**src/rtl/core/vfb_pkg.sv**
```systemverilog
// Shared constants, codes, request structs and pointer helpers for the flit buffer.
package vfb_pkg;

  localparam int DEPTH   = 16;
  localparam int FLIT_W  = 64;
  localparam int TIME_W  = 32;
  localparam int PTR_W   = (DEPTH > 1) ? $clog2(DEPTH) : 1;
  localparam int CNT_W   = $clog2(DEPTH + 1);
  localparam int DELAY_W = 8;
  localparam int DIU_W   = 5;
  localparam int CFG_W   = 8;
  localparam int CMD_W   = 3;
  localparam int STAT_W  = 2;
  localparam int OCC_W   = 5;

  typedef enum logic [CMD_W-1:0] {
    CMD_TICK        = 3'd0,
    CMD_ENQUEUE     = 3'd1,
    CMD_DEQUEUE     = 3'd2,
    CMD_TAKE_CREDIT = 3'd3,
    CMD_CLEAR       = 3'd4
  } cmd_t;

  typedef enum logic [STAT_W-1:0] {
    ST_OK    = 2'd0,
    ST_FULL  = 2'd1,
    ST_EMPTY = 2'd2
  } status_t;

  typedef enum logic [0:0] {
    REG_RET_DELAY    = 1'b0,
    REG_DEPTH_IN_USE = 1'b1
  } reg_idx_t;

  typedef enum logic [1:0] {
    S_IDLE,
    S_HEAD_LOAD,
    S_RET_CHECK,
    S_RET_WAIT
  } state_t;

  typedef struct packed {
    logic              we;
    logic [PTR_W-1:0]  waddr;
    logic [FLIT_W-1:0] wdata;
    logic [PTR_W-1:0]  raddr;
  } flit_mem_req_t;

  typedef struct packed {
    logic              we;
    logic [PTR_W-1:0]  waddr;
    logic [TIME_W-1:0] wdata;
    logic [PTR_W-1:0]  raddr;
  } ret_mem_req_t;

  function automatic logic [PTR_W-1:0] ptr_wrap(input logic [PTR_W-1:0] p);
    return (p == PTR_W'(DEPTH - 1)) ? '0 : p + 1'b1;
  endfunction

  // (p + n) mod DEPTH, with p < DEPTH and n < DEPTH
  function automatic logic [PTR_W-1:0] ptr_add(input logic [PTR_W-1:0] p,
                                              input logic [CNT_W-1:0] n);
    logic [CNT_W:0] s;
    s = (CNT_W+1)'(p) + (CNT_W+1)'(n);
    if (s >= (CNT_W+1)'(DEPTH)) s = s - (CNT_W+1)'(DEPTH);
    return PTR_W'(s);
  endfunction

  // zero acts as one, anything above DEPTH as DEPTH
  function automatic logic [CNT_W-1:0] eff_depth(input logic [DIU_W-1:0] diu);
    logic [DIU_W+CNT_W-1:0] wide;
    wide = (DIU_W+CNT_W)'(diu);
    if (diu == '0) return CNT_W'(1);
    if (wide > (DIU_W+CNT_W)'(DEPTH)) return CNT_W'(DEPTH);
    return CNT_W'(diu);
  endfunction

endpackage

```
**src/rtl/core/vfb_ifs.sv**
```systemverilog
// Command and result channel interfaces of the flit buffer.
interface vfb_cmd_if import vfb_pkg::*; ();
  logic              valid;
  logic              ready;
  logic [CMD_W-1:0]  cmd;
  logic [FLIT_W-1:0] flit_data;

  modport source (output valid, output cmd, output flit_data, input ready);
  modport sink   (input valid, input cmd, input flit_data, output ready);
endinterface

interface vfb_res_if import vfb_pkg::*; ();
  logic              valid;
  logic              ready;
  logic [FLIT_W-1:0] out_flit;
  logic [FLIT_W-1:0] head_flit;
  logic [FLIT_W-1:0] tail_flit;
  logic [OCC_W-1:0]  occupancy;
  logic              full_res;
  logic [STAT_W-1:0] status;

  modport source (output valid, output out_flit, output head_flit, output tail_flit,
                  output occupancy, output full_res, output status, input ready);
  modport sink   (input valid, input out_flit, input head_flit, input tail_flit,
                  input occupancy, input full_res, input status, output ready);
endinterface

```
**src/rtl/core/vc_flit_buffer_delayed_credits.sv**
```systemverilog
// Top level of the virtual-channel flit buffer with delayed credit return.
//
//   channel   dir   handshake          carries
//   cmd_ch    in    valid/ready        cmd, flit_data
//   res_ch    out   valid/ready        out_flit, head_flit, tail_flit, occupancy,
//                                      full_res, status
//   wr_*      in    wr_en only         wr_index, wr_data (return delay, depth in use)
//
// An item runs S_IDLE, then S_HEAD_LOAD for a dequeue that leaves flits behind (flit
// RAM read of the new head), then S_RET_CHECK, with a trip through S_RET_WAIT for each
// due credit popped from the return-time RAM (none for the pop that empties it).
// Reset: synchronous, no RAM clearing pass; ready low in reset, high again as soon
// as rst falls.
// The result sits in an output register; the next word is taken while it waits,
// and the sequencer only stalls at the end of an item if that register is still full.
module vc_flit_buffer_delayed_credits import vfb_pkg::*; (
  input  logic              clk,
  input  logic              rst,
  vfb_cmd_if.sink           cmd_ch,
  vfb_res_if.source         res_ch,
  input  logic              wr_en,
  input  logic [0:0]        wr_index,
  input  logic [CFG_W-1:0]  wr_data
);

  flit_mem_req_t     flit_req;
  ret_mem_req_t      ret_req;
  logic [FLIT_W-1:0] flit_rdata;
  logic [TIME_W-1:0] ret_rdata;

  vfb_ctrl u_ctrl (
    .clk           (clk),
    .rst           (rst),
    .cmd_valid     (cmd_ch.valid),
    .cmd_ready     (cmd_ch.ready),
    .cmd           (cmd_ch.cmd),
    .flit_data     (cmd_ch.flit_data),
    .res_valid     (res_ch.valid),
    .res_ready     (res_ch.ready),
    .res_out_flit  (res_ch.out_flit),
    .res_head_flit (res_ch.head_flit),
    .res_tail_flit (res_ch.tail_flit),
    .res_occupancy (res_ch.occupancy),
    .res_full      (res_ch.full_res),
    .res_status    (res_ch.status),
    .wr_en         (wr_en),
    .wr_index      (wr_index),
    .wr_data       (wr_data),
    .flit_req      (flit_req),
    .flit_rdata    (flit_rdata),
    .ret_req       (ret_req),
    .ret_rdata     (ret_rdata)
  );

  vfb_ram #(.WIDTH(FLIT_W), .DEPTH(DEPTH)) u_flit_ram (
    .clk   (clk),
    .we    (flit_req.we),
    .waddr (flit_req.waddr),
    .wdata (flit_req.wdata),
    .raddr (flit_req.raddr),
    .rdata (flit_rdata)
  );

  vfb_ram #(.WIDTH(TIME_W), .DEPTH(DEPTH)) u_ret_ram (
    .clk   (clk),
    .we    (ret_req.we),
    .waddr (ret_req.waddr),
    .wdata (ret_req.wdata),
    .raddr (ret_req.raddr),
    .rdata (ret_rdata)
  );

endmodule

```
**src/rtl/core/vfb_ram.sv**
```systemverilog
// Generic single-write, single-read RAM with registered read data.
module vfb_ram #(
  parameter int WIDTH = 8,
  parameter int DEPTH = 16
) (
  input  logic                                     clk,
  input  logic                                     we,
  input  logic [((DEPTH > 1) ? $clog2(DEPTH) : 1)-1:0] waddr,
  input  logic [WIDTH-1:0]                         wdata,
  input  logic [((DEPTH > 1) ? $clog2(DEPTH) : 1)-1:0] raddr,
  output logic [WIDTH-1:0]                         rdata
);

  logic [WIDTH-1:0] mem [DEPTH];

  always_ff @(posedge clk) begin
    if (we) mem[waddr] <= wdata;
    rdata <= mem[raddr];
  end

endmodule

```
**src/rtl/core/vfb_ctrl.sv**
```systemverilog
// Sequencer, pointers, credit counters and result register of the flit buffer.
module vfb_ctrl import vfb_pkg::*; (
  input  logic                clk,
  input  logic                rst,
  // command side
  input  logic                cmd_valid,
  output logic                cmd_ready,
  input  logic [CMD_W-1:0]    cmd,
  input  logic [FLIT_W-1:0]   flit_data,
  // result side
  output logic                res_valid,
  input  logic                res_ready,
  output logic [FLIT_W-1:0]   res_out_flit,
  output logic [FLIT_W-1:0]   res_head_flit,
  output logic [FLIT_W-1:0]   res_tail_flit,
  output logic [OCC_W-1:0]    res_occupancy,
  output logic                res_full,
  output logic [STAT_W-1:0]   res_status,
  // register writes
  input  logic                wr_en,
  input  logic [0:0]          wr_index,
  input  logic [CFG_W-1:0]    wr_data,
  // memories
  output flit_mem_req_t       flit_req,
  input  logic [FLIT_W-1:0]   flit_rdata,
  output ret_mem_req_t        ret_req,
  input  logic [TIME_W-1:0]   ret_rdata
);

  state_t             state, state_next;
  logic [PTR_W-1:0]   head_ptr, head_ptr_next;
  logic [PTR_W-1:0]   tail_ptr, tail_ptr_next;
  logic [CNT_W-1:0]   flit_count, flit_count_next;
  logic [CNT_W-1:0]   used_credits, used_credits_next;
  logic [TIME_W-1:0]  cur_time, cur_time_next;
  logic [PTR_W-1:0]   ret_head, ret_head_next;
  logic [CNT_W-1:0]   ret_count, ret_count_next;
  logic [DELAY_W-1:0] ret_delay;
  logic [DIU_W-1:0]   depth_in_use;
  logic               res_valid_next;

  // cached copies of the head/tail words and of the oldest return time
  logic [FLIT_W-1:0]  head_flit, head_flit_next;
  logic [FLIT_W-1:0]  tail_flit, tail_flit_next;
  logic [TIME_W-1:0]  ret_head_time, ret_head_time_next;
  logic [FLIT_W-1:0]  op_flit, op_flit_next;
  status_t            op_status, op_status_next;
  logic               res_load;

  logic [CNT_W-1:0]   eff;
  logic [TIME_W-1:0]  due_diff;
  logic               ret_due;
  logic [TIME_W-1:0]  ret_time_new;

  assign eff          = eff_depth(depth_in_use);
  assign due_diff     = cur_time - ret_head_time;
  assign ret_due      = (ret_count != '0) && !due_diff[TIME_W-1];
  assign ret_time_new = cur_time + TIME_W'(ret_delay);
  assign cmd_ready    = (state == S_IDLE) && !rst;

  always_comb begin
    state_next         = state;
    head_ptr_next      = head_ptr;
    tail_ptr_next      = tail_ptr;
    flit_count_next    = flit_count;
    used_credits_next  = used_credits;
    cur_time_next      = cur_time;
    ret_head_next      = ret_head;
    ret_count_next     = ret_count;
    head_flit_next     = head_flit;
    tail_flit_next     = tail_flit;
    ret_head_time_next = ret_head_time;
    op_flit_next       = op_flit;
    op_status_next     = op_status;
    res_valid_next     = res_valid && !res_ready;
    res_load           = 1'b0;
    flit_req           = '0;
    ret_req            = '0;

    unique case (state)
      S_IDLE: begin
        if (cmd_valid) begin
          op_flit_next   = '0;
          op_status_next = ST_OK;
          state_next     = S_RET_CHECK;
          unique case (cmd_t'(cmd))
            CMD_TICK: cur_time_next = cur_time + 1'b1;
            CMD_ENQUEUE: begin
              if (flit_count >= eff) begin
                op_status_next = ST_FULL;
              end else begin
                flit_req.we     = 1'b1;
                flit_req.waddr  = tail_ptr;
                flit_req.wdata  = flit_data;
                tail_ptr_next   = ptr_wrap(tail_ptr);
                flit_count_next = flit_count + 1'b1;
                tail_flit_next  = flit_data;
                if (flit_count == '0) head_flit_next = flit_data;
              end
            end
            CMD_DEQUEUE: begin
              if (flit_count == '0) begin
                op_status_next = ST_EMPTY;
              end else begin
                op_flit_next    = head_flit;
                head_ptr_next   = ptr_wrap(head_ptr);
                flit_count_next = flit_count - 1'b1;
                // fetch the new head word unless the buffer drains
                flit_req.raddr  = ptr_wrap(head_ptr);
                if (flit_count != CNT_W'(1)) state_next = S_HEAD_LOAD;
                if (ret_delay != '0 && ret_count != CNT_W'(DEPTH)) begin
                  ret_req.we     = 1'b1;
                  ret_req.waddr  = ptr_add(ret_head, ret_count);
                  ret_req.wdata  = ret_time_new;
                  ret_count_next = ret_count + 1'b1;
                  if (ret_count == '0) ret_head_time_next = ret_time_new;
                end else if (used_credits != '0) begin
                  used_credits_next = used_credits - 1'b1;
                end
              end
            end
            CMD_TAKE_CREDIT: begin
              if (used_credits != CNT_W'(DEPTH)) used_credits_next = used_credits + 1'b1;
            end
            CMD_CLEAR: begin
              head_ptr_next     = '0;
              tail_ptr_next     = '0;
              flit_count_next   = '0;
              used_credits_next = '0;
              ret_head_next     = '0;
              ret_count_next    = '0;
            end
            default: ;
          endcase
        end
      end
      S_HEAD_LOAD: begin
        head_flit_next = flit_rdata;
        state_next     = S_RET_CHECK;
      end
      S_RET_CHECK: begin
        if (ret_due) begin
          ret_head_next  = ptr_wrap(ret_head);
          ret_count_next = ret_count - 1'b1;
          if (used_credits != '0) used_credits_next = used_credits - 1'b1;
          ret_req.raddr  = ptr_wrap(ret_head);
          if (ret_count != CNT_W'(1)) state_next = S_RET_WAIT;
        end else if (!res_valid || res_ready) begin
          res_load       = 1'b1;
          res_valid_next = 1'b1;
          state_next     = S_IDLE;
        end
      end
      S_RET_WAIT: begin
        ret_head_time_next = ret_rdata;
        state_next         = S_RET_CHECK;
      end
      default: state_next = S_IDLE;
    endcase
  end

  always_ff @(posedge clk) begin
    if (rst) begin
      state        <= S_IDLE;
      head_ptr     <= '0;
      tail_ptr     <= '0;
      flit_count   <= '0;
      used_credits <= '0;
      cur_time     <= '0;
      ret_head     <= '0;
      ret_count    <= '0;
      res_valid    <= 1'b0;
      ret_delay    <= '0;
      depth_in_use <= DIU_W'(16);
    end else begin
      state        <= state_next;
      head_ptr     <= head_ptr_next;
      tail_ptr     <= tail_ptr_next;
      flit_count   <= flit_count_next;
      used_credits <= used_credits_next;
      cur_time     <= cur_time_next;
      ret_head     <= ret_head_next;
      ret_count    <= ret_count_next;
      res_valid    <= res_valid_next;
      if (wr_en) begin
        unique case (reg_idx_t'(wr_index))
          REG_RET_DELAY:    ret_delay    <= wr_data[DELAY_W-1:0];
          REG_DEPTH_IN_USE: depth_in_use <= wr_data[DIU_W-1:0];
        endcase
      end
    end
  end

  always_ff @(posedge clk) begin
    head_flit     <= head_flit_next;
    tail_flit     <= tail_flit_next;
    ret_head_time <= ret_head_time_next;
    op_flit       <= op_flit_next;
    op_status     <= op_status_next;
    if (res_load) begin
      res_out_flit  <= op_flit;
      res_head_flit <= (flit_count != '0) ? head_flit : '0;
      res_tail_flit <= (flit_count != '0) ? tail_flit : '0;
      res_occupancy <= OCC_W'(flit_count);
      res_full      <= (used_credits >= eff);
      res_status    <= op_status;
    end
  end

endmodule

```
**src/flat_wrapper.sv**
```systemverilog
// flat-port wrapper written by rule: the top's interface ports become plain ports
module vc_flit_buffer_delayed_credits_flat import vfb_pkg::*;
  (clk, rst, wr_en, wr_index, wr_data, cmd_ch_valid, cmd_ch_cmd, cmd_ch_flit_data, cmd_ch_ready, res_ch_valid, res_ch_out_flit, res_ch_head_flit, res_ch_tail_flit, res_ch_occupancy, res_ch_full_res, res_ch_status, res_ch_ready);
  vfb_cmd_if cmd_ch_i ();
  vfb_res_if res_ch_i ();
  input  logic clk;
  input  logic rst;
  input  logic wr_en;
  input  logic [0:0] wr_index;
  input  logic [CFG_W-1:0] wr_data;
  input wire logic [$bits(cmd_ch_i.valid)-1:0] cmd_ch_valid;
  input wire logic [$bits(cmd_ch_i.cmd)-1:0] cmd_ch_cmd;
  input wire logic [$bits(cmd_ch_i.flit_data)-1:0] cmd_ch_flit_data;
  output wire logic [$bits(cmd_ch_i.ready)-1:0] cmd_ch_ready;
  output wire logic [$bits(res_ch_i.valid)-1:0] res_ch_valid;
  output wire logic [$bits(res_ch_i.out_flit)-1:0] res_ch_out_flit;
  output wire logic [$bits(res_ch_i.head_flit)-1:0] res_ch_head_flit;
  output wire logic [$bits(res_ch_i.tail_flit)-1:0] res_ch_tail_flit;
  output wire logic [$bits(res_ch_i.occupancy)-1:0] res_ch_occupancy;
  output wire logic [$bits(res_ch_i.full_res)-1:0] res_ch_full_res;
  output wire logic [$bits(res_ch_i.status)-1:0] res_ch_status;
  input wire logic [$bits(res_ch_i.ready)-1:0] res_ch_ready;
  assign cmd_ch_i.valid = cmd_ch_valid;
  assign cmd_ch_i.cmd = cmd_ch_cmd;
  assign cmd_ch_i.flit_data = cmd_ch_flit_data;
  assign cmd_ch_ready = cmd_ch_i.ready;
  assign res_ch_valid = res_ch_i.valid;
  assign res_ch_out_flit = res_ch_i.out_flit;
  assign res_ch_head_flit = res_ch_i.head_flit;
  assign res_ch_tail_flit = res_ch_i.tail_flit;
  assign res_ch_occupancy = res_ch_i.occupancy;
  assign res_ch_full_res = res_ch_i.full_res;
  assign res_ch_status = res_ch_i.status;
  assign res_ch_i.ready = res_ch_ready;
  vc_flit_buffer_delayed_credits u_core (.clk(clk), .rst(rst), .cmd_ch(cmd_ch_i), .res_ch(res_ch_i), .wr_en(wr_en), .wr_index(wr_index), .wr_data(wr_data));
endmodule
```
**config.mk**
```make
export PLATFORM = sky130hd
export DESIGN_NAME = vc_flit_buffer_delayed_credits_flat
export DESIGN_NICKNAME = d
export VERILOG_FILES = /design/src/rtl/core/vfb_pkg.sv /design/src/rtl/core/vfb_ifs.sv /design/src/rtl/core/vc_flit_buffer_delayed_credits.sv /design/src/rtl/core/vfb_ram.sv /design/src/rtl/core/vfb_ctrl.sv /design/src/flat_wrapper.sv
export SDC_FILE = /design/constraint.sdc
export NUM_CORES = 2
export LEC_CHECK = 0
export BUFFER_PORTS_ARGS = -buffer_cell sky130_fd_sc_hd__buf_2
export CORE_ASPECT_RATIO = 0.6
export CORE_UTILIZATION = 46
export DETAILED_ROUTE_END_ITERATION = 10
export GPL_TIMING_DRIVEN = 0
export RECOVER_POWER = 25
export SETUP_SLACK_MARGIN = 0.15
export SYNTH_ARGS = -nofsm -noshare
export SYNTH_HDL_FRONTEND = slang
export SYNTH_SLANG_ARGS = --single-unit
```
**constraint.sdc**
```tcl
create_clock -name clk -period 15.7 [get_ports clk]
set_input_delay 4.71 -clock clk [delete_from_list [all_inputs] [get_ports clk]]
set_output_delay 4.71 -clock clk [all_outputs]
set_load 0.01 [all_outputs]
```
### Yosys cells after proc, flatten, opt, wreduce, memory -nomap -nowiden

Memories as Yosys holds them, arrays and structs flattened. A register that Yosys moved wholly into a read port is not among the register bits.
Index checks and enable logic that the tools add are counted.

* memories: 2
* bits in read-only memories: 0
* latch bits: 0
* bits in writable memories: 1536
* bits in registers: 501
* bits of input ports: 81
* word-level logic and storage cells: 200

Memory list
* u_core.u_flit_ram.mem: words 16, bits a word 64, read ports 1, clocked after memory_dff 1, write ports 1, RTL line vfb_ram.sv:14 `logic [WIDTH-1:0] mem [DEPTH];`
* u_core.u_ret_ram.mem: words 16, bits a word 32, read ports 1, clocked after memory_dff 1, write ports 1, RTL line vfb_ram.sv:14

* $add $sub $neg: 14
* order comparisons: 4
* reduce and logical (&&, ||, !) cells: 40
* bitwise gates (word level): 3
* eq/ne operators: 34
* muxes and demuxes: 81
* shifts and indexed selects: 0
* divide/modulo/power cells: 0
* multipliers: 0

Operators by type and width (number)
* two-way mux 64 bit: 4
* two-way mux 37 bit: 5
* two-way mux 32 bit: 5
* two-way mux 73 bit: 2
* two-way mux 69 bit: 2
* one-hot mux 64 bit (2 select lines): 1
* two-way mux 5 bit: 16
* one-hot mux 32 bit (2 select lines): 1
* two-way mux 4 bit: 13
* adder 32 x 1 -> 32 bit, second input constant: 1
* adder 32 x 8 -> 32 bit: 1
* subtractor 32 bit: 1
* one-hot mux 5 bit (2 select lines): 3
* one-hot mux 5 bit (3 select lines): 2
* one-hot mux 4 bit (2 select lines): 3
* != test 3 bit, second input constant: 6
* two-way mux 2 bit: 8
* AND reduction 4 bit: 4
* adder 5 x 1 -> 5 bit, second input constant: 3
* logical NOT 5 bit: 3
* nonzero test 5 bit: 3
* subtractor 5 x 1 -> 5 bit, second input constant: 3
* two-way mux 1 bit: 14
* adder 4 x 1 -> 4 bit, second input constant: 3
* other kinds (34): 69

### Longest topological paths before layout

* depth in word-level cells: 12
* depth in mapped cells: 13

### Cells and area by module

Synthesis repeated with hierarchy kept, for this count alone.

* cells, all modules: 4177
* area, all modules: 81079.0 um^2

Modules (own cells, without submodules)
* vfb_ram at u_core.u_flit_ram: sequential area each 32030.7 um^2, area each 39581.7 um^2, times used 1, cells each 1647
* vfb_ctrl: sequential area each 14293.7 um^2, area each 21662.0 um^2, times used 1, cells each 1692
* vfb_ram at u_core.u_ret_ram: sequential area each 16015.4 um^2, area each 19835.3 um^2, times used 1, cells each 838

### Worst setup path before layout

OpenSTA, ideal clock, no wires.

* path type: input-to-reg
* start: input cmd_ch_valid
* end: memory u_core.u_flit_ram.mem[2][0] in the netlist's numbering, enable pin
* data arrival time: 12208 ps
* stages on the path: 7
* slack: 2928 ps
* setup time: 564 ps
* cells stage by stage: or3b_1 > buf_2 > inv_1 > and2_1 > clkbuf_1 > nand3b_1 > nor3_1

* longest elaborated chain between the ends: 4

Ends and longest elaborated chain
* start, declared: RTL line flat_wrapper.sv:11 `input wire logic [$bits(cmd_ch_i.valid)-1:0] cmd_ch_valid;`
* two-way mux 73 bit (*): RTL line vfb_ctrl.sv:82 `if (cmd_valid) begin`
* two-way mux 73 bit (*): RTL line vfb_ctrl.sv:80 `unique case (state)`
* two-way mux 1 bit: RTL line vfb_ram.sv:17 `if (we) mem[waddr] <= wdata;`
* two-way mux 1 bit (implied by the code): RTL line vfb_ram.sv:17
* end, declared: RTL line vfb_ram.sv:14

Mark *: on every way between the ends. The rest lies on a longest branch, timed or not.

### Worst setup path in the final report

* start: input cmd_ch_valid
* end: memory u_core.u_flit_ram.mem[4][14] in the netlist's numbering, enable pin

Same word-level chain as after synthesis.

==> results.ini <==
[power]
ir_worst_vdd_v = 0.00008463
power_frac_seq_pct = 54.9
swShare_pct = 21.36
p_int_w = 0.008979
switchingPower_w = 0.002439
pwr-share-clk_pct = 41.5
cellPowerDensity_mw_per_mm2 = 119.0
p_leak_nw = 32.25
p_comb_share_pct = 3.6

[floorplanning]
coreArea_sq_mm = 0.1812
die_x_um = 553.4
dieHeight_um = 332.8
io_pins = 283
dieArea_sq_mm = 0.1842
rows = 121
start_util_pct = 46.31

[synthesis]
yosysTopAreaCell = edfxtp_1
ys_seq_area_share_pct = 74.29
synth_edf_count = 1962
synthDominantCellAreaShare_pct = 70.21
synth_nets = 5404
yosysUniqueCellTypes = 90
ys.flop_type = edfxtp_1
ys_warn_count = 0
yosys_register_bits = 2133
syn_inst = 5258
mappedNetlistArea_sq_mm = 0.08392
yosys-top-cells-area = edfxtp_1, mux2i_1, dfxtp_1, a211oi_1, nand2_1
avgSynthCellArea_sq_um = 15.96
async_reset_ff_share_pct = 0

[setup_path]
crit_path_end = u_core.u_flit_ram.mem[4][14]$_DFFE_PP_
critical_path_required_ns = 16.20
critPathMaxStageDelay_ns = 1.95
cp_num_cells = 13
ff2ff_path_depth = 10
path_delay_family = buffers and inverters
start_kind = input pin
path_cells = clkbuf_1 > or3b_1 > clkbuf_1 > inv_1 > and2_0 > clkbuf_1 > nand3b_1 > nor3_2 > buf_6 > buf_8 > buf_6 > buf_6 > buf_6
path_class = input pin to flip-flop
crit_buf_inv = 9
crit_slowest_cell = clkbuf_1
critPathMostFrequentCell = buf_6
r2r_slack_ns = 7.45
r2r-start = u_core.u_ctrl.cur_time[22]$_SDFFE_PP0P_
cp.arrival_ns = 11.16
critPathLaunch = cmd_ch_valid
crit_path_end_kind = flip-flop
crit_fanout = 28
worstReg2RegEnd = u_core.u_ctrl.res_status[1]$_DFFE_PP_

[drt]
vias = 49740
avgRoutedWirePerCell_um = 28.25
ant_nets = 0
drt_drc_violations_left = 0
viasPerCell = 5.916
wl_um = 237500
drt_iter0_markers = 6636
first_pass_iters = 6

[timing]
post-route-period-util_pct = 67.88
slew_viol_final = 323
rsz0062_at_grt = no
worst_pin_slew_ns = 3.610
hold_viol_final = 0
skew_ns = 0.07602
slew_headroom_pct = -140.6
fin_crit_ns = 10.66
setup_violations = 0
timing.fmax_mhz = 93.83

[placement]
place.gp.congestion = 0.9131
place_hpwl_um = 166600
post-place-cells = 8035
io_buffers = 281

[clocking]
htreeDepth = 4
cts_resized = 0
clockRootBuffer = clkbuf_16
cts_tree = yes
numCtsBuffers = 201
clk_latency_ns = 0.86
cts_setup_buffers = 0
cts_hold_buf = 0
cts_buffer_depth = 4
cts.sinks = 2133
clk_pin_slew_worst_paths_ns = 0.06

[cells_and_area]
final_nets = 5986
final_util_pct = 52.94
layoutNonFillerInstCount = 8408
drive_above_1_share_pct = 11.35
area_growth_pct = 14.32

[status]
violations = max-capacitance violations, max-slew violations
outcome = finished with violations

[global_route]
grt_pass1_wl_um = 337100
grt_pass1_vias = 46610
antenna_found_initial = 9
grt_util_all_layers_pct = 25.38
grt_max_degree = 71
grt-ovfl-total = 0

[min_path]
hold_path_class = flip-flop to flip-flop

[flow_run]
max-cap-violations = 11

## worst min-delay path by stage
| stage | endpoint | start | slack (ns) | cells after the start |
|---|---|---|---|---|
| after floorplan | u_core.u_ctrl.res_out_flit[0]$_DFFE_PP_ | u_core.u_ctrl.op_flit[0]$_SDFFCE_PP0P_ | 0.40 | 0 |
| final | u_core.u_ctrl.res_out_flit[12]$_DFFE_PP_ | u_core.u_ctrl.op_flit[12]$_SDFFCE_PP0P_ | 0.42 | 0 |
| after global placement | u_core.u_ctrl.res_out_flit[22]$_DFFE_PP_ | u_core.u_ctrl.op_flit[22]$_SDFFCE_PP0P_ | 0.40 | 0 |
| after CTS | u_core.u_ctrl.res_out_flit[48]$_DFFE_PP_ | u_core.u_ctrl.op_flit[48]$_SDFFCE_PP0P_ | 0.42 | 0 |
| after global routing | u_core.u_ctrl.res_out_flit[23]$_DFFE_PP_ | u_core.u_ctrl.op_flit[23]$_SDFFCE_PP0P_ | 0.42 | 0 |
| after detailed placement | u_core.u_ctrl.res_out_flit[11]$_DFFE_PP_ | u_core.u_ctrl.op_flit[11]$_SDFFCE_PP0P_ | 0.40 | 0 |
## layout by cell type (no fill, tap or decap), drive strengths merged, types with 43 or more instances in the layout
cell / instances
a21oi: 168
or3: 43
dfxtp: 171
buf: 167
ha: 63
inv: 63
clkbuf: 833
a31oi: 73
mux2: 96
mux4: 64
o21ai: 55
a211oi: 229
mux2i: 350
nor3: 66
edfxtp: 1962
nand4: 48
clkinv: 63
a311oi: 67
and2: 263
and3: 145
nor2: 163
nand2: 451
## state kept, by name (all words and copies together), names as in the netlist, 5 cells and up
signal,cells
u_core.u_ctrl.res_tail_flit,64
u_core.u_ctrl.res_out_flit,64
u_core.u_flit_ram.rdata,64
u_core.u_flit_ram.mem,1024
u_core.u_ctrl.flit_count,5
u_core.u_ctrl.ret_head_time,32
u_core.u_ctrl.cur_time,32
u_core.u_ctrl.op_flit,64
u_core.u_ctrl.res_head_flit,64
u_core.u_ctrl.head_flit,64
u_core.u_ctrl.depth_in_use,5
u_core.u_ret_ram.mem,512
u_core.u_ctrl.ret_count,5
u_core.u_ctrl.tail_flit,64
u_core.u_ret_ram.rdata,32
u_core.u_ctrl.res_occupancy,5
u_core.u_ctrl.ret_delay,8
u_core.u_ctrl.used_credits,5
## power by group through the flow
stage                     combinational, W  sequential, W  clock (W)
after detailed placement          0.000430        0.00638          0
after global routing              0.000441        0.00627    0.00501
after CTS                         0.000431        0.00626    0.00479
after floorplan                   0.000193        0.00640          0
final                             0.000415        0.00626    0.00474
after global placement            0.000413        0.00640          0
## kinds of logic after synthesis
family / count (synthesis) / synth area share, %
flip-flops: 2133 / 74.29
AO/OA/AOI/OAI: 827 / 7.336
AND/OR/NAND/NOR: 1268 / 7.659
buffers and inverters: 394 / 1.913
multiplexers: 510 / 7.181
adder cells (fa/ha/maj): 65 / 0.9870
XOR/XNOR: 61 / 0.6367
## metal layers
| layer | up-vias | part of all wire [%] | global-route usage [%] |
|---|---|---|---|
| met2 | 2673 | 38 | 31.79 |
| met5 | - | 0.0055 | 0 |
| met3 | 286 | 13 | 9.352 |
| li1 | 21640 | - | - |
| met4 | 2 | 1.7 | 4.945 |
| met1 | 25140 | 47 | 41.08 |
## synthesized netlist by cell type, types with 9 or more instances
cell,n
a221oi_1,29
a311oi_1,66
mux4_2,64
o32ai_1,31
a2111oi_0,19
o21ai_0,48
nor3_1,63
and2_1,263
nor2b_1,9
dfxtp_1,171
inv_1,56
buf_4,14
xnor2_1,39
nand3_1,30
a31oi_1,73
ha_1,63
xor2_1,22
a211oi_1,227
o211a_1,32
nor4_1,9
buf_2,41
nand2_1,450
o211ai_1,31
o221a_2,27
a21oi_1,167
mux2i_1,350
edfxtp_1,1962
nor2_1,162
and3_1,145
mux2_2,81
clkbuf_1,273
or3_1,42
mux2_1,15
nand4_1,46
nand2b_1,13
## metrics by stage
step                      setup TNS (ns)  cell area, sq um  worst slack [ns]  hold WS, ns  total power, W
after floorplan                        0             83920             2.928       0.4003        0.006595
final                                  0             95930             5.042       0.4180         0.01142
after CTS                              0             96420             5.233       0.4190         0.01148
after detailed placement               0             90140             5.241       0.4045        0.006809
after global placement          -2561.96             88320            -4.927       0.4031        0.006813
after global routing                   0             95910             4.713       0.4185         0.01172
## final cells by class
cell class	instances	area, sq um
Antenna cell	9	22.52
Sequential cell	2133	62340
Timing Repair Buffer	379	2549
Fill cell	14620	85290
Tap cell	2398	3000
Multi-Input combinational cell	2731	20150
Clock buffer	284	5615
Inverter	57	214.0
Clock inverter	80	655.6
Buffer	337	1381
Note: power is estimated with default switching activity, not from simulation.
